`src/hw/rtl/i2cs_pkg.sv`:
```
// Shared types, codes and helpers for the I2C master transfer sequencer.
// No dependencies.
package i2cs_pkg;

  localparam int LEN_W_DEF = 16;
  localparam int MAX_ACT   = 15;

  localparam logic [2:0] K_READ = 3'd0, K_REGREAD = 3'd1, K_WRITE = 3'd2,
                         K_GRANT = 3'd3, K_EVENT = 3'd4, K_ERROR = 3'd5,
                         K_TIMEOUT = 3'd6, K_RESET = 3'd7;

  localparam logic [3:0] PH_IDLE = 4'd0, PH_WAITBUS = 4'd1, PH_START = 4'd2,
                         PH_ADDRESS = 4'd3, PH_WREG = 4'd4, PH_WDATA = 4'd5,
                         PH_RDATA = 4'd6, PH_STOP = 4'd7, PH_ERROR = 4'd8;

  localparam logic [4:0] A_STEP_END = 5'd0, A_REQ_BUS = 5'd1, A_ARM = 5'd2,
                         A_DISARM = 5'd3, A_ACK = 5'd4, A_POS_OFF = 5'd5,
                         A_POS_ON = 5'd6, A_START = 5'd7, A_STOP = 5'd8,
                         A_WRITE = 5'd9, A_RD_SR2 = 5'd10, A_STORE = 5'd11,
                         A_DISCARD = 5'd12, A_NACK = 5'd13, A_BUF_ON = 5'd14,
                         A_BUF_OFF = 5'd15, A_CLR_ERR = 5'd16, A_RST_PER = 5'd17,
                         A_COMPLETE = 5'd18, A_NOTIFY = 5'd19;

  localparam logic [3:0] R_OK = 4'd0, R_NACK = 4'd1, R_BUS = 4'd2, R_ARB = 4'd3,
                         R_OVR = 4'd4, R_TIMEOUT = 4'd5, R_BAD_STATE = 4'd6,
                         R_BAD_BUF = 4'd7, R_WAIT_FAIL = 4'd8;

  localparam logic [7:0] STRAY_SB_BYTE = 8'h01;

  typedef struct packed {
    logic [4:0]  action;
    logic [23:0] value;
    logic [15:0] pos;
  } act_t;

  // One item's worth of actions, closed by a step end built from code/phase.
  typedef struct packed {
    act_t [MAX_ACT-1:0] acts;
    logic [3:0]         n;
    logic [3:0]         code;
    logic [3:0]         phase;
  } prog_t;

  function automatic prog_t push(prog_t p, logic [4:0] a, logic [23:0] v,
                                 logic [15:0] ps);
    prog_t r;
    r = p;
    if (r.n < 4'(MAX_ACT)) begin
      r.acts[r.n].action = a;
      r.acts[r.n].value  = v;
      r.acts[r.n].pos    = ps;
      r.n = r.n + 4'd1;
    end
    return r;
  endfunction

endpackage

```
`src/hw/rtl/i2cs_queue.sv`:
```
// Two-entry queue of action lists between front and back.
// Depends on i2cs_pkg.
module i2cs_queue (
  input  logic            clk,
  input  logic            rst_n,
  input  logic            push_en,
  input  i2cs_pkg::prog_t push_data,
  output logic            full,
  input  logic            pop_en,
  output logic            not_empty,
  output i2cs_pkg::prog_t head,
  output logic [1:0]      count
);
  import i2cs_pkg::*;

  prog_t      mem [2];
  logic       wp_r, rp_r;
  logic [1:0] cnt_r;

  assign full      = (cnt_r == 2'd2);
  assign not_empty = (cnt_r != 2'd0);
  assign head      = mem[rp_r];
  assign count     = cnt_r;

  always_ff @(posedge clk) begin
    if (push_en) mem[wp_r] <= push_data;
  end

  always_ff @(posedge clk) begin
    if (!rst_n) begin
      wp_r <= 1'b0; rp_r <= 1'b0; cnt_r <= 2'd0;
    end else begin
      if (push_en) wp_r <= ~wp_r;
      if (pop_en)  rp_r <= ~rp_r;
      cnt_r <= cnt_r + 2'(push_en) - 2'(pop_en);
    end
  end
endmodule

```
`config.mk`:
```
export PLATFORM = sky130hd
export DESIGN_NAME = i2cs_queue
export DESIGN_NICKNAME = d
export VERILOG_FILES = /design/src/hw/rtl/i2cs_pkg.sv /design/src/hw/rtl/i2cs_queue.sv
export SDC_FILE = /design/constraint.sdc
export NUM_CORES = 1
export LEC_CHECK = 0
export ABC_CLOCK_PERIOD_IN_PS = 81800
export BUFFER_PORTS_ARGS = -buffer_cell sky130_fd_sc_hd__buf_2
export CAP_MARGIN = 5
export CORE_AREA = 3 3 543 545
export CTS_CLUSTER_DIAMETER = 40
export DETAILED_ROUTE_END_ITERATION = 10
export DIE_AREA = 0 0 546 548
export SYNTH_ARGS = -nofsm -noshare
export SYNTH_HDL_FRONTEND = slang
export SYNTH_SLANG_ARGS = --single-unit
```
`constraint.sdc`:
```
create_clock -name clk -period 81.8 [get_ports clk]
set_clock_uncertainty 0.15 [all_clocks]
set_input_delay 12.27 -clock clk [delete_from_list [all_inputs] [get_ports clk]]
set_output_delay 12.27 -clock clk [all_outputs]
set_load 0.005 [all_outputs]
```
---- Word level (Yosys, flattened, before mapping) ----
Memory sizes are Yosys's and may differ from the RTL's. A register that Yosys moved wholly into a read port is not among the register bits.
Index checks and enable logic that the tools add are counted.
W data, S select, Z words.
word-level totals
  register bits after elaboration ......... 4
  RAM bits ................................ 1374
  input port bits ......................... 691
  output and inout port bits .............. 691
  word-level logic and storage cells ...... 14
  memories kept ........................... 1
memories
  memory  words  bits a word  rd ports  clocked after Yosys merged registers in  write ports  line              text
  mem     2      687          1         1                                        1            i2cs_queue.sv:16  prog_t mem [2];
cells by class
  add/subtract/negate cells ............... 2
  eq/ne operators ......................... 1
  muxes and demuxes ....................... 4
  bitwise operators ....................... 2
  reduce and logical (&&, ||, !) cells .... 1
operators by type and width
  operator              count
  $mux W1               4
  $add A2 B1 Y2         1
  $eq A2 B2 Y1 const B  1
  $not A1 Y1            2
  $reduce_bool A2 Y1    1
  $sub A2 B1 Y2         1

---- Depth between registers and ports, before layout ----
  word-level depth ........................ 3
  gate-level depth with buffers ........... 6
  mapped depth without buffers ............ 6

---- Least setup slack after synthesis ----
OpenSTA, ideal clock, no wires.
  kind .................................... input to register
  start ................................... in push_en
  end ..................................... reg wp_r
  setup time .............................. 178 ps
  arrival time ............................ 43692 ps
  data required time ...................... 81472 ps
  slack ................................... 37780 ps
  stages on the path ...................... 2
  path buffers ............................ 0
  cell sequence ........................... nor2b_1 o21a_1
RTL lines
  element               line              text
  start, declared       i2cs_queue.sv:6   input logic push_en,
  end signal, assigned  i2cs_queue.sv:33  if (push_en) wp_r <= ~wp_r;
  end, declared         i2cs_queue.sv:17  logic wp_r, rp_r;

==> reports/results.ini <==
[outcome]
outcome=complete, no violations

[placement]
io_buffers=1381
hpwl_um=161000
gp_congestion=0.964
dpl.cell_count=7395

[worst_setup_path]
crit_path_frequent_cell=buf_4
worst_setup_path_end_kind=output pin
cp.arrival_ps=6210
crit_type=reg -> out
cp_max_fo=72
required_ps=69380
crit_slowest_cell=buf_4
max_stage_delay_ps=860
path_cells=buf_4, buf_4, buf_4, buf_4, buf_4, mux2_2, buf_2
critPathLaunchType=flip-flop

[timing]
tightest_slew_ps=1170
period_needed_ps=18630
min_period_over_period_pct=22.8
rsz0062_at_grt=false
maxSlewHeadroom_pct=21.8
hold_viol_final=0
fmax_mhz=53.7
finalSetupTns_ps=0
report.final.setup_viol=0
hold_slack_ps=430
maxSlewViolCount=0

[grt]
first_global_vias=28742
grt_pass1_wl_um=260000
antenna_found_initial=256
track_usage_pct=12.8
grt_max_degree=136
grt_overflow=0

[detailed_routing]
wl_per_cell_um=25.7
routed_via_density=3.67
drt_pass1_iterations=5
num_vias=28754
drtAntennaViolNets=0
drt_wl_total_um=201000
drc=0
drt-initial-drc-count=2394

[clock_network]
cts_buffer_depth=4
ctsResizeCount=0
cts_max_level=4
cts_setup_buffers=0
cts_sinks=1379
clk_pin_slew_worst_paths_ps=50
tritoncts=built
clk_latency_ps=830
postCtsHoldBufs=0
numCtsBuffers=208
cts-root-buf=clkbuf_16

[min_path]
hold_path.class=reg -> reg

[yosys]
syn_nets=2851
synthCells=2158
ys_types=14
synth_warnings=0
seq_area_frac_synth_pct=83.1
syn_area_um2=49700
yosys_register_bits=1379
syn_avg_cell_area_um2=23.1

[pwr]
power_density_nw_per_um2=27.6
peakVddDrop_mv=0.0191
leakage_nw=24.6
p_total_mw=1.89

[final_layout]
stdcell_count=7835
fin_util_pct=23.6
fin_nets=4398
layout_commonest_cell=buf_2
layout_common_cells=1,381 x buf_2, 1,374 x edfxtp_1, 687 x mux2_2
drive_gt1_share_pct=63.1
fill_cells=30048
syn2layout_area_growth_pct=38.0

[run]
cap_violations=0

[floorplan]
die-height_um=548
start_util_pct=17.1
coreArea_um2=291000
io_pins=1382
fp-row-count=198
die_area_um2=299000
dieWidth_um=546

[cell type report]
class	instances	area [um2]	share of cell area (%)
Clock buffer	222	5280	7.69
Antenna cell	54	135	0.197
Multi-Input combinational cell	701	7870	11.5
Inverter	2	7.51	0.0109
Sequential cell	1379	41400	60.3
Timing Repair Buffer	1413	7190	10.5
Clock inverter	164	1920	2.80
Tap cell	3900	4880	7.11
[logic make-up (layout without fill, tap and decap cells)]
logic type / Yosys count / after routing / synth area share, %
simple gates: 9 / 9 / 0.113
xor+xnor: 2 / 2 / 0.0629
flops: 1379 / 1379 / 83.1
compound gates: 1 / 1 / 0.0151
mux: 687 / 687 / 15.6
buf+inv: 78 / 1801 / 1.06
fa+ha+maj: 2 / 2 / 0.0503
other cells: 0 / 54 / 0
[critical path, delay by kind of cell, from the launching register on]
| family | cells | cell delay [ps] |
|---|---|---|
| multiplexers | 1 | 460 |
| buffers and inverters | 6 | 3760 |
| flip-flops | 1 | 800 |
[power breakdown]
group / leakage [nW] / total [mW] / switching [mW] / internal, mW
combinational: 8.25 / 0.165 / 0.0932 / 0.0720
clock: 3.43 / 0.901 / 0.342 / 0.558
sequential: 12.9 / 0.829 / 0.00958 / 0.819
total: 24.6 / 1.89 / 0.445 / 1.45
[sequential cells by signal, indices dropped and copies added, names as in the netlist, named ones only]
| register | count |
|---|---|
| count | 2 |
| mem | 1374 |
| rp_r | 1 |
| wp_r | 1 |
[cells in the mapped netlist]
cell	n	area (um2)
or2_2	1	6.26
xor2_1	1	8.76
buf_2	27	135
edfxtp_1	1374	41300
nor2b_1	4	25.0
buf_4	44	330
dfxtp_1	5	100
xnor3_1	1	22.5
o21a_1	1	7.51
mux2_2	687	7740
inv_1	2	7.51
buf_6	5	56.3
ha_1	2	25.0
and2_1	4	25.0
[final timing paths]
kind / from / endpoint / slack, ps / cells past startpoint
worst max register to register: wp_r / mem[0][431] / 75730 / 7
worst max-delay path: flip-flop / head[302] / 63170 / 7
worst min register to register: rp_r / flip-flop / 430 / 2
worst min-delay path: rp_r / flip-flop / 430 / 2
[per-layer routing]
metal	share of wire, %	global-route usage, %	wire, um
met5	0.62	0	1260
met4	3.3	3.39	6680
met3	16	8.22	32000
met2	45	20.6	91300
met1	35	13.9	70200
[stage by stage]
stage	instance area [um2]	setup WS, ps
after floorplan	49700	37780
after global placement	61300	63680
after detailed placement	61300	63500
after CTS	68500	63060
after global routing	68600	62800
final	68600	63170
Note: power is estimated with default switching activity, not from simulation.
