### src/hw/rtl/i2cs_pkg.sv
// Shared types, codes and helpers for the I2C master transfer sequencer.
// No dependencies.
package i2cs_pkg;

  localparam int LEN_W_DEF = 16;
  localparam int MAX_ACT   = 15;

  localparam logic [2:0] K_READ = 3'd0, K_REGREAD = 3'd1, K_WRITE = 3'd2,
                         K_GRANT = 3'd3, K_EVENT = 3'd4, K_ERROR = 3'd5,
                         K_TIMEOUT = 3'd6, K_RESET = 3'd7;

  localparam logic [3:0] PH_IDLE = 4'd0, PH_WAITBUS = 4'd1, PH_START = 4'd2,
                         PH_ADDRESS = 4'd3, PH_WREG = 4'd4, PH_WDATA = 4'd5,
                         PH_RDATA = 4'd6, PH_STOP = 4'd7, PH_ERROR = 4'd8;

  localparam logic [4:0] A_STEP_END = 5'd0, A_REQ_BUS = 5'd1, A_ARM = 5'd2,
                         A_DISARM = 5'd3, A_ACK = 5'd4, A_POS_OFF = 5'd5,
                         A_POS_ON = 5'd6, A_START = 5'd7, A_STOP = 5'd8,
                         A_WRITE = 5'd9, A_RD_SR2 = 5'd10, A_STORE = 5'd11,
                         A_DISCARD = 5'd12, A_NACK = 5'd13, A_BUF_ON = 5'd14,
                         A_BUF_OFF = 5'd15, A_CLR_ERR = 5'd16, A_RST_PER = 5'd17,
                         A_COMPLETE = 5'd18, A_NOTIFY = 5'd19;

  localparam logic [3:0] R_OK = 4'd0, R_NACK = 4'd1, R_BUS = 4'd2, R_ARB = 4'd3,
                         R_OVR = 4'd4, R_TIMEOUT = 4'd5, R_BAD_STATE = 4'd6,
                         R_BAD_BUF = 4'd7, R_WAIT_FAIL = 4'd8;

  localparam logic [7:0] STRAY_SB_BYTE = 8'h01;

  typedef struct packed {
    logic [4:0]  action;
    logic [23:0] value;
    logic [15:0] pos;
  } act_t;

  // One item's worth of actions, closed by a step end built from code/phase.
  typedef struct packed {
    act_t [MAX_ACT-1:0] acts;
    logic [3:0]         n;
    logic [3:0]         code;
    logic [3:0]         phase;
  } prog_t;

  function automatic prog_t push(prog_t p, logic [4:0] a, logic [23:0] v,
                                 logic [15:0] ps);
    prog_t r;
    r = p;
    if (r.n < 4'(MAX_ACT)) begin
      r.acts[r.n].action = a;
      r.acts[r.n].value  = v;
      r.acts[r.n].pos    = ps;
      r.n = r.n + 4'd1;
    end
    return r;
  endfunction

endpackage

### src/hw/rtl/i2cs_back.sv
// Back end: walks the head action list, one result item per cycle while out_ready is high.
// Depends on i2cs_pkg.
module i2cs_back (
  input  logic            clk,
  input  logic            rst_n,
  input  logic            q_valid,
  input  i2cs_pkg::prog_t head,
  output logic            q_pop,
  output logic            out_valid,
  input  logic            out_ready,
  output logic [4:0]      out_action,
  output logic [23:0]     out_action_value,
  output logic [15:0]     out_position,
  output logic [3:0]      out_result_code,
  output logic [3:0]      out_phase_now,
  output logic            out_last
);
  import i2cs_pkg::*;

  logic [3:0] idx_r;
  logic       vld_r;
  logic       load, at_end;
  act_t       a;

  assign at_end = (idx_r == head.n);
  assign load   = q_valid && (!vld_r || out_ready);
  assign q_pop  = load && at_end;
  assign a      = head.acts[idx_r];
  assign out_valid = vld_r;

  always_ff @(posedge clk) begin
    if (!rst_n) begin
      vld_r <= 1'b0; idx_r <= '0;
    end else begin
      if (load) begin
        vld_r <= 1'b1;
        idx_r <= at_end ? 4'd0 : idx_r + 4'd1;
      end else if (out_ready) vld_r <= 1'b0;
    end
  end

  always_ff @(posedge clk) begin
    if (load) begin
      if (at_end) begin
        out_action <= A_STEP_END; out_action_value <= '0; out_position <= '0;
        out_result_code <= head.code; out_phase_now <= head.phase;
        out_last <= 1'b1;
      end else begin
        out_action <= a.action; out_action_value <= a.value;
        out_position <= a.pos; out_result_code <= '0; out_phase_now <= '0;
        out_last <= 1'b0;
      end
    end
  end
endmodule

### config.mk
export PLATFORM = sky130hd
export DESIGN_NAME = i2cs_back
export DESIGN_NICKNAME = d
export VERILOG_FILES = /design/src/hw/rtl/i2cs_pkg.sv /design/src/hw/rtl/i2cs_back.sv
export SDC_FILE = /design/constraint.sdc
export NUM_CORES = 1
export LEC_CHECK = 0
export BUFFER_PORTS_ARGS = -buffer_cell sky130_fd_sc_hd__buf_4
export CAP_MARGIN = 40
export CELL_PAD_IN_SITES_DETAIL_PLACEMENT = 1
export CELL_PAD_IN_SITES_GLOBAL_PLACEMENT = 1
export CORE_AREA = 2 2 290 292
export DETAILED_ROUTE_END_ITERATION = 12
export DIE_AREA = 0 0 292 294
export GPL_TIMING_DRIVEN = 0
export PLACE_DENSITY_LB_ADDON = 0.1
export SYNTH_ARGS = -nofsm -noshare
export SYNTH_HDL_FRONTEND = slang
export SYNTH_SLANG_ARGS = --single-unit
### constraint.sdc
create_clock -name clk -period 2 [get_ports clk]
set_input_delay 0.4 -clock clk [delete_from_list [all_inputs] [get_ports clk]]
set_output_delay 0.4 -clock clk [all_outputs]
set_load 0.005 [all_outputs]
; ---- Word-level counts from Yosys, hierarchy flattened
; Index checks and enable logic that the tools add are counted.
[word_totals]
register_bits = 59
input_bits = 691
output_inout_bits = 56
word_cells = 22
[op_classes]
add_sub_neg = 1
order_cmp = 1
eq_ne = 1
n_mux = 6
reduce_logical = 5
[op_table]
columns = operator, n
row1 = 45-bit binary-select mux with 4-bit select, 1
row2 = 45-bit two-way mux, 1
row3 = 4-bit by 5-bit < comparator with 1-bit output (second input constant), 1
row4 = 4-bit by 1-bit adder with 4-bit output (second input constant), 1
row5 = 4-bit == test, 1
row6 = 4-bit two-way mux, 1
row7 = 1-bit two-way mux, 3
row8 = 1-bit logical AND, 2
row9 = 2-bit nonzero test, 1
row10 = 1-bit logical NOT, 1
row11 = 1-bit logical OR, 1

; ---- Logic depth before layout (Yosys ltp)
; Gate-level depths: netlist of run 1.
[depth]
ltp_word = 4
depth_mapped = 8
depth_no_buf = 5

; ---- Least setup slack after synthesis of run 1
; Ideal clock, no wire load.
[synth_timing]
path_kind = in2reg
start = in out_ready
end = reg idx_r[2]
setup_time_ns = 0.074
arrival_ns = 2.097
required_time_ns = 1.926
slack_ns = -0.171
path_stages = 5
n_path_buf = 0
cell_sequence = nand2b_1 -> nand2_1 -> inv_1 -> nand4b_1 -> a31oi_1
[synth_via]
elab_chain_len = 2
[synth_lines]
columns = element, line_no
row1 = from (decl), i2cs_back.sv:10  ; input logic out_ready,
row2 = 1-bit logical OR, i2cs_back.sv:26  ; assign load = q_valid && (!vld_r || out_ready);
row3 = 1-bit logical AND, i2cs_back.sv:26
row4 = named net load, i2cs_back.sv:22  ; logic load, at_end;
row5 = to (signal assigned), i2cs_back.sv:37  ; idx_r <= at_end ? 4'd0 : idx_r + 4'd1;
row6 = to (decl), i2cs_back.sv:20  ; logic [3:0] idx_r;
; The timed path passes the listed nets, and every way through them passes these cells.
; A chain may end at the register's enable or synchronous reset.

; ---- Final worst setup path of run 1
[layout_timing]
start = reg idx_r[2]
end = reg out_action_value[6] (data pin)
[layout_via]
elab_chain_len = 2
elab_cells_between_ends = 3
classes_between = eq/ne: 1 / mux: 2
[layout_lines]
columns = element, line_no
row1 = 45-bit binary-select mux with 4-bit select, i2cs_back.sv:28  ; assign a = head.acts[idx_r];
row2 = 45-bit two-way mux (not written as such), i2cs_back.sv:28
row3 = to (signal assigned), i2cs_back.sv:49  ; out_action <= a.action; out_action_value <= a.value;
row4 = to (decl), i2cs_back.sv:12  ; output logic [23:0] out_action_value,
; Several ways; a longest one is shown, not always the timed one. The select of a mux whose other input is x is not followed.

==> summary.md, run 1 <==
* 94500 um — first-pass GRT wire length
* 61400 um — placed wire-length estimate after detailed placement
* 9.53% — initial core utilization
* 0.0102 ns — skew final
* 3.79 — detailed-route vias per instance
* 913 — Mapped Cells
* 0 — total of max-cap violations
* 105% — area overhead of the layout relative to synthesis
* 52.1% — Rel. slew slack
* 31 — unique cell type count in the Yosys netlist
* clkbuf_16 — root buffer selected by CTS
* 4.39 mW — internal power contribution
* 0.07 ns — Reg clk slew, reported paths
* mux2i_1 — cell taking the most area after synthesis
* 0 — DR DRC count
* mux2i_1, edfxtp_1, a22oi_1, nand2_1, o22ai_1 — top post-synthesis cells by area
* edfxtp_1 — top_reg_cell synth
* completed — outcome
* 746 — count of input and output buffers
* 30.6% — Clk pwr share
* 2.03 ns — critical path data arrival time
* 54 — Post-synth EDFFs
* 0 — number of nets with antenna violations after routing
* 9747 — fill cell instance count of the final layout
* reg2reg — type of the setup path with the least slack
* 2 — buffer depth of the longest clock path
* mux2i_1 — most frequent cell after synthesis
* 520 MHz — maximum operating frequency
* 19.6% — Util after Layout
* 26 — maximum number of pins on one net before global-route repair
* flip-flop — endpoint type of the worst setup path
* 1605 — post-synthesis net count
* 54.1% — fraction of layout instances using a drive strength above 1
* 7900 um^2 — cell area after synthesis
* done — TritonCTS clock tree
* 0.808 — RD Place Congestion
* 0.37 ns — worst skew pair latency
* 349 — number of DRC violations after detailed-routing iteration 0
* 0 — final number of setup-violating endpoints
* 294 um — overall die height
* 71900 um — WL final
* 0.375 mV — Worst IR Drop VDD
* mux2i_1, a22oi_1, nand2_1, edfxtp_1, inv_1 — most used standard cells in the synthesized netlist
* 8.66 um^2 — Avg Inst Size Synth
* 3 — H-tree lvl count
* 4 — First-pass DRT Iterations
* 82900 um^2 — area of the placeable core
* 25.9 um — Routed WL per cell
* 15000 um^2 — DP Area
* 16200 um^2 — final instance area
* 12000 — number of global-route vias before repair
* 0.718 ns — measured slew at the worst slew-check pin
* 292 um — die span in x
* 0.0759 ns — final setup slack of the worst path
* 45.7% — share of total power in combinational logic
* 10 — worst-path maximum fanout
* 9 — initial antenna violation count
* 2.11 ns — required time at the worst-slack endpoint
* 2780 — Layout Cells excl Fill
* 0% — Post-synth ARST share
* 404 nW/um^2 — power per unit of standard cell area
* 33.0% — switching power as a share of total power
* 9 — Num CTS Buffers
* 2749 — Placed Cells
* in2reg — class of the tightest hold or removal check
* 2.16 mW — Net Switching
* 59 — clock sinks
* 6.71 nW — standby leakage power
* 0 — max-slew violations
* -0.870 ns — worst slack at placement
* 1.92 ns — Final Critical Period
* 0 — Synthesis Warnings
* 39.9% — area share of the leading cell type in the synthesized netlist
* 10500 — Vias
* 59 — number of synthesized register bits
* 2382 — Final #Nets
* 85800 um^2 — Die Footprint
* flip-flop — startpoint type of the worst setup path
* 0 — final global-route overflow total
* 96.2% — portion of the clock cycle consumed by the worst path in the final layout
* 21.8% — sequential cell area fraction in the yosys report
* 0 — endpoints failing hold
* 747 — number of top-level pins
* 15.9% — overall global routing resource usage
* 106 — placement row count
* 23.7% — relative contribution of sequential cells to total power
routing by layer:
layer | share of wire (%) | GRT usage (%)
met5 | 0.032 | 0
met1 | 38 | 17.3
met2 | 55 | 30.8
met3 | 5.8 | 3.93
met4 | 1.2 | 3.07
worst paths after layout:
path,depth (start not counted),to,slack [ns],startpoint
min reg2reg,2,out_valid,0.52,out_valid
min,3,out_valid,0.29,q_valid
max,8,out_action_value[6],0.08,idx_r[2]
max reg2reg,8,out_action_value[6],0.08,idx_r[2]
registers in the layout, indices dropped and copies added, names as in the netlist:
| signal | cells |
|---|---|
| out_action_value | 24 |
| out_position | 16 |
| out_action | 5 |
| idx_r | 4 |
| out_phase_now | 4 |
| out_result_code | 4 |
| out_last | 1 |
| out_valid | 1 |
final cells by class:
class / count / area, um^2 / area share, %
Clock inverter: 7 / 125 / 0.771
Sequential cell: 59 / 1730 / 10.7
Multi-Input combinational cell: 715 / 5770 / 35.6
Antenna cell: 5 / 12.5 / 0.0771
Timing Repair Buffer: 768 / 5900 / 36.4
Inverter: 50 / 191 / 1.18
Tap cell: 1080 / 1350 / 8.33
Clock buffer: 9 / 225 / 1.39
Buffer: 87 / 913 / 5.63
power by group through the flow:
stage / clock network (mW) / registers, mW / logic (mW)
2_1_floorplan: 0 / 1.59 / 0.978
3_3_place_gp: 0 / 1.58 / 2.88
3_5_place_dp: 0 / 1.58 / 2.93
4_1_cts: 2.12 / 1.56 / 3.06
5_1_grt: 2.15 / 1.57 / 3.26
6_report: 2.00 / 1.56 / 3.00
per-stage QoR:
stage          hold slack [ns]  total power [mW]     TNS, ns
6_report                 0.290              6.56           0
5_1_grt                  0.269              6.98     -0.0132
4_1_cts                  0.254              6.74  -0.0000455
3_5_place_dp             0.521              4.52      -31.49
3_3_place_gp             0.502              4.46     -111.88
2_1_floorplan            0.496              2.57           0
cell families (layout without fill, tap and decap cells):
| group | count (synthesis) | in the layout | share of synthesized area, % |
|---|---|---|---|
| mux | 315 | 315 | 39.9 |
| compound gates | 232 | 232 | 19.9 |
| simple gates | 163 | 163 | 9.18 |
| buf+inv | 139 | 921 | 8.66 |
| flops | 59 | 59 | 21.8 |
| xor+xnor | 4 | 4 | 0.443 |
| fa+ha+maj | 1 | 1 | 0.158 |
| other cells | 0 | 5 | 0 |
layout by cell type, fill, tap and decap left out, types with 2 or more instances in the layout:
cell,netlist,final
buf_6,9,11
mux2i_4,0,9
nand2_1,96,95
mux2i_2,0,22
xnor2_1,4,3
bufinv_16,0,3
dfxtp_1,5,2
a21oi_1,2,2
buf_8,0,13
clkbuf_2,0,21
o22ai_1,45,44
a31oi_1,2,2
buf_4,19,764
dfxtp_2,0,2
clkbuf_16,0,11
clkbuf_4,0,11
diode_2,0,5
clkinv_4,0,3
mux2i_1,315,284
nand3_1,48,47
inv_1,49,48
buf_12,0,15
a22oi_2,0,7
nor2b_1,2,2
o21ai_0,45,45
a22oi_1,135,128
buf_16,0,5
buf_2,19,7
edfxtp_1,54,54
clkbuf_1,41,4
and2_1,9,9
worst max-delay path: stages (launching register included):
cell       delay (ns)
dfxtp_2          0.34
buf_12           0.14
buf_12           0.16
clkbuf_16        0.20
buf_12           0.18
mux2i_2          0.31
a22oi_1          0.13
nand2_1          0.08
o22ai_1          0.09
repair_timing:
| item | CTS | global route |
|---|---|---|
| endpoints found under the setup margin | 48 | 43 |
| hold buffers | 0 | 0 |
| endpoints found under the hold margin | 0 | 0 |
| resized for setup | 170 | 32 |
| pin swaps | 3 | 0 |
| setup buffers | 5 | 4 |
| gates cloned | 1 | 2 |
(Power assumes the default switching activity.)
==> run 2: changes to the inputs <==
--- a/config.mk
+++ b/config.mk
@@ -5,15 +5,17 @@
 export SDC_FILE = /design/constraint.sdc
 export NUM_CORES = 1
 export LEC_CHECK = 0
+export ABC_AREA = 1
 export BUFFER_PORTS_ARGS = -buffer_cell sky130_fd_sc_hd__buf_4
 export CAP_MARGIN = 40
 export CELL_PAD_IN_SITES_DETAIL_PLACEMENT = 1
 export CELL_PAD_IN_SITES_GLOBAL_PLACEMENT = 1
-export CORE_AREA = 2 2 290 292
+export CORE_AREA = 2 2 292 294
 export DETAILED_ROUTE_END_ITERATION = 12
-export DIE_AREA = 0 0 292 294
+export DIE_AREA = 0 0 294 296
 export GPL_TIMING_DRIVEN = 0
 export PLACE_DENSITY_LB_ADDON = 0.1
+export REMOVE_ABC_BUFFERS = 1
 export SYNTH_ARGS = -nofsm -noshare
 export SYNTH_HDL_FRONTEND = slang
 export SYNTH_SLANG_ARGS = --single-unit
==> summary.md, run 2 <==
* 18.4% — relative contribution of sequential cells to total power, was 23.7%
* 0% — Post-synth ARST share, unchanged
* in2reg — class of the tightest hold or removal check, unchanged
* 84200 um^2 — area of the placeable core, was 82900 um^2
* 53800 um — placed wire-length estimate after detailed placement, was 61400 um
* reg2reg — type of the setup path with the least slack, unchanged
* 5.14 um^2 — Avg Inst Size Synth, was 8.66 um^2
* 107 — placement row count, was 106
* 0 — endpoints failing hold, unchanged
* out_position[14] — endpoint of the worst setup timing path, was out_action_value[6]
* 0 — final number of setup-violating endpoints, unchanged
* 0.0274 ns — skew final, was 0.0102 ns
* 0 — final global-route overflow total, unchanged
* nand2_1, buf_4, nand3_1 — most frequent cells in the layout, was buf_4, mux2i_1, a22oi_1
* out_action_value: 24 flops, out_position: 16 flops, out_action: 5 flops — biggest registers after layout, unchanged
* 1.92 ns — Final Critical Period, about the same
* out_position[14] — end of the worst register-to-register path, was out_action_value[6]
* completed — outcome, unchanged
* 0.381 mV — Worst IR Drop VDD, was 0.375 mV
* 9 — Num CTS Buffers, unchanged
* 59 — clock sinks, unchanged
* 24.2% — Clk pwr share, was 30.6%
* 0.548 ns — measured slew at the worst slew-check pin, was 0.718 ns
* 10.5 nW — standby leakage power, was 6.71 nW
* 746 — count of input and output buffers, unchanged
* 2.11 ns — required time at the worst-slack endpoint, about the same
* idx_r[0] — worst r2r src, was idx_r[2]
* 24 — max FFs per register, unchanged
* 96.1% — portion of the clock cycle consumed by the worst path in the final layout, was 96.2%
* 137 — maximum number of pins on one net before global-route repair, was 26
* 18.6% — overall global routing resource usage, was 15.9%
* 520 MHz — maximum operating frequency, about the same
* 41.2% — switching power as a share of total power, was 33.0%
* clkbuf_16 — root buffer selected by CTS, unchanged
* 0 — Synthesis Warnings, unchanged
* 4 — First-pass DRT Iterations, unchanged
* 22.1 um — Routed WL per cell, was 25.9 um
* 0 — total of max-cap violations, unchanged
* 35 — worst-path maximum fanout, was 10
* 747 — number of top-level pins, unchanged
* 2 — buffer depth of the longest clock path, unchanged
* 0.09 ns — Reg clk slew, reported paths, was 0.07 ns
* 76.1% — area overhead of the layout relative to synthesis, was 105%
* 17200 um^2 — DP Area, was 15000 um^2
* 294 um — die span in x, was 292 um
* 63.5% — Rel. slew slack, was 52.1%
* done — TritonCTS clock tree, unchanged
* 10600 um^2 — cell area after synthesis, was 7900 um^2
* 87000 um^2 — Die Footprint, was 85800 um^2
* 5.13 mW — internal power contribution, was 4.39 mW
* 57.4% — share of total power in combinational logic, was 45.7%
* 296 um — overall die height, was 294 um
* no — RSZ-0062 raised after global routing
* edfxtp_1 — top_reg_cell synth, unchanged
* 0 — max-slew violations, unchanged
* 18700 um^2 — final instance area, was 16200 um^2
* 0.275 ns — worst hold slack, was 0.290 ns
* 12.6% — initial core utilization, was 9.53%
* 0 — DR DRC count, unchanged
* 33.7% — fraction of layout instances using a drive strength above 1, was 54.1%
* 531 — number of DRC violations after detailed-routing iteration 0, was 349
* 0.08 ns — R2R setup slack, about the same
* nand2_1, nand3_1, inv_1, nor2_1, buf_2 — most used standard cells in the synthesized netlist, was mux2i_1, a22oi_1, nand2_1, edfxtp_1, inv_1
* 2066 — Mapped Cells, was 913
* 8.71 mW — sum of internal, switching and leakage power, was 6.56 mW
* 29 — unique cell type count in the Yosys netlist, was 31
* idx_r[0] — launching instance or port of the critical path, was idx_r[2]
* 117000 um — first-pass GRT wire length, was 94500 um
* flip-flop — endpoint type of the worst setup path, unchanged
* flip-flop — startpoint type of the worst setup path, unchanged
* nand2_1 — most frequent cell after synthesis, was mux2i_1
* 0.794 — RD Place Congestion, was 0.808
* 16800 — number of global-route vias before repair, was 12000
* 15800 — Vias, was 10500
* -1.47 ns — worst slack at placement, was -0.870 ns
* 16.2% — sequential cell area fraction in the yosys report, was 21.8%
* 3444 — Final #Nets, was 2382
* 54 — Post-synth EDFFs, unchanged
* 466 nW/um^2 — power per unit of standard cell area, was 404 nW/um^2
* 0.39 ns — worst skew pair latency, was 0.37 ns
* out_action_value — register name with the most flops, unchanged
* 3 — H-tree lvl count, unchanged
* 0.0781 ns — final setup slack of the worst path, was 0.0759 ns
* 0 ns — total negative slack for setup checks, unchanged
* 3.59 mW — Net Switching, was 2.16 mW
* 4.09 — detailed-route vias per instance, was 3.79
* 8 — initial antenna violation count, was 9
* 8 — number of cell instances on the worst register-to-register path, unchanged
* nand2_1 — leading cell type in the layout, fill and taps excluded, was buf_4
* nand2_1, nand3_1, edfxtp_1, inv_1, nor2_1 — top post-synthesis cells by area, was mux2i_1, edfxtp_1, a22oi_1, nand2_1, o22ai_1
* 0 — number of nets with antenna violations after routing, unchanged
* nand2_1 — cell taking the most area after synthesis, was mux2i_1
* 2.03 ns — critical path data arrival time, about the same
* 85000 um — WL final, was 71900 um
* 59 — number of synthesized register bits, unchanged
* 27.7% — area share of the leading cell type in the synthesized netlist, was 39.9%
## run 2: changes by cell type after synthesis, moves of 40 or more
cell	delta
nand2_1	+689
nand3_1	+372
mux2i_1	-315
inv_1	+313
nor2_1	+146
a22oi_1	-135
buf_2	+63
o22ai_1	-45
o21ai_0	-44
a21oi_2	+40
## run 2: what timing repair did
| action | CTS | global route |
|---|---|---|
| setup buffers | 30 | 4 |
| hold buffers | 0 | 0 |
| cloned | 23 | 3 |
| setup endpoints to repair | 49 | 43 |
| gates resized for setup | 32 | 5 |
| pin swaps | 4 | 1 |
## run 2: worst min-delay path by stage
| stage | start | to | slack (ns) | cells after the start |
|---|---|---|---|---|
| 6_report | rst_n | out_valid | 0.28 | 2 |
| 5_1_grt | rst_n | out_valid | 0.27 | 2 |
| 4_1_cts | rst_n | out_valid | 0.24 | 2 |
| 3_5_place_dp | out_valid | out_valid | 0.50 | 2 |
| 3_3_place_gp | out_valid | out_valid | 0.49 | 2 |
| 2_1_floorplan | out_valid | out_valid | 0.49 | 2 |
## run 2: kinds of logic (layout without fill, tap and decap cells)
family	after synthesis	after routing	synth area share, %
buffers and inverters	514	1205	21.3
adder cells (fa/ha/maj)	1	1	0.118
other	0	7	0
XOR/XNOR	6	6	0.495
flip-flops	59	59	16.2
AO/OA/AOI/OAI	70	70	5.25
AND/OR/NAND/NOR	1416	1416	56.7
## run 2: per-stage QoR
stage                     util, %  instances
after detailed placement     20.4       3772
final                        22.2       3854
after global routing         22.2       3853
after floorplan                 -       1920
after global placement       19.9       3756
after CTS                    22.0       3840
## run 2: worst max-delay path: stages (launching register included)
cell     delay [ns]
dfxtp_4        0.38
buf_8          0.23
buf_16         0.22
buf_16         0.23
nand2_1        0.08
nand3_1        0.08
nand3_1        0.20
nand3_1        0.16
a21oi_2        0.06
## run 2: power by group through the flow
stage / Clock, mW / Sequential (mW) / Combinational [mW]
detailed placement: 0 / 1.71 / 4.27
floorplan: 0 / 1.89 / 1.97
CTS: 2.21 / 1.60 / 5.07
global route: 2.22 / 1.62 / 5.53
global placement: 0 / 2.04 / 3.91
finish: 2.11 / 1.60 / 5.01
## run 2: layout make-up
cell class                 instances  area [um^2]
inverter                         368         1510
tap                             1090         1360
antenna                            7         17.5
timing repair inverter             6         62.6
multi-input combinational       1493         6680
clock buffer                       9          225
fill                           10700        65500
clock inverter                     7          124
timing repair buffer             815         7000
sequential                        59         1740
## run 2: layer usage
| layer | track usage (%) | up-vias | routed length (um) |
|---|---|---|---|
| met3 | 4.15 | 57 | 5040 |
| met1 | 21.9 | 7572 | 35000 |
| met4 | 4.06 | 0 | 1350 |
| met2 | 34.3 | 449 | 43700 |
| li1 | - | 7680 | - |
| met5 | 0 | - | 0 |
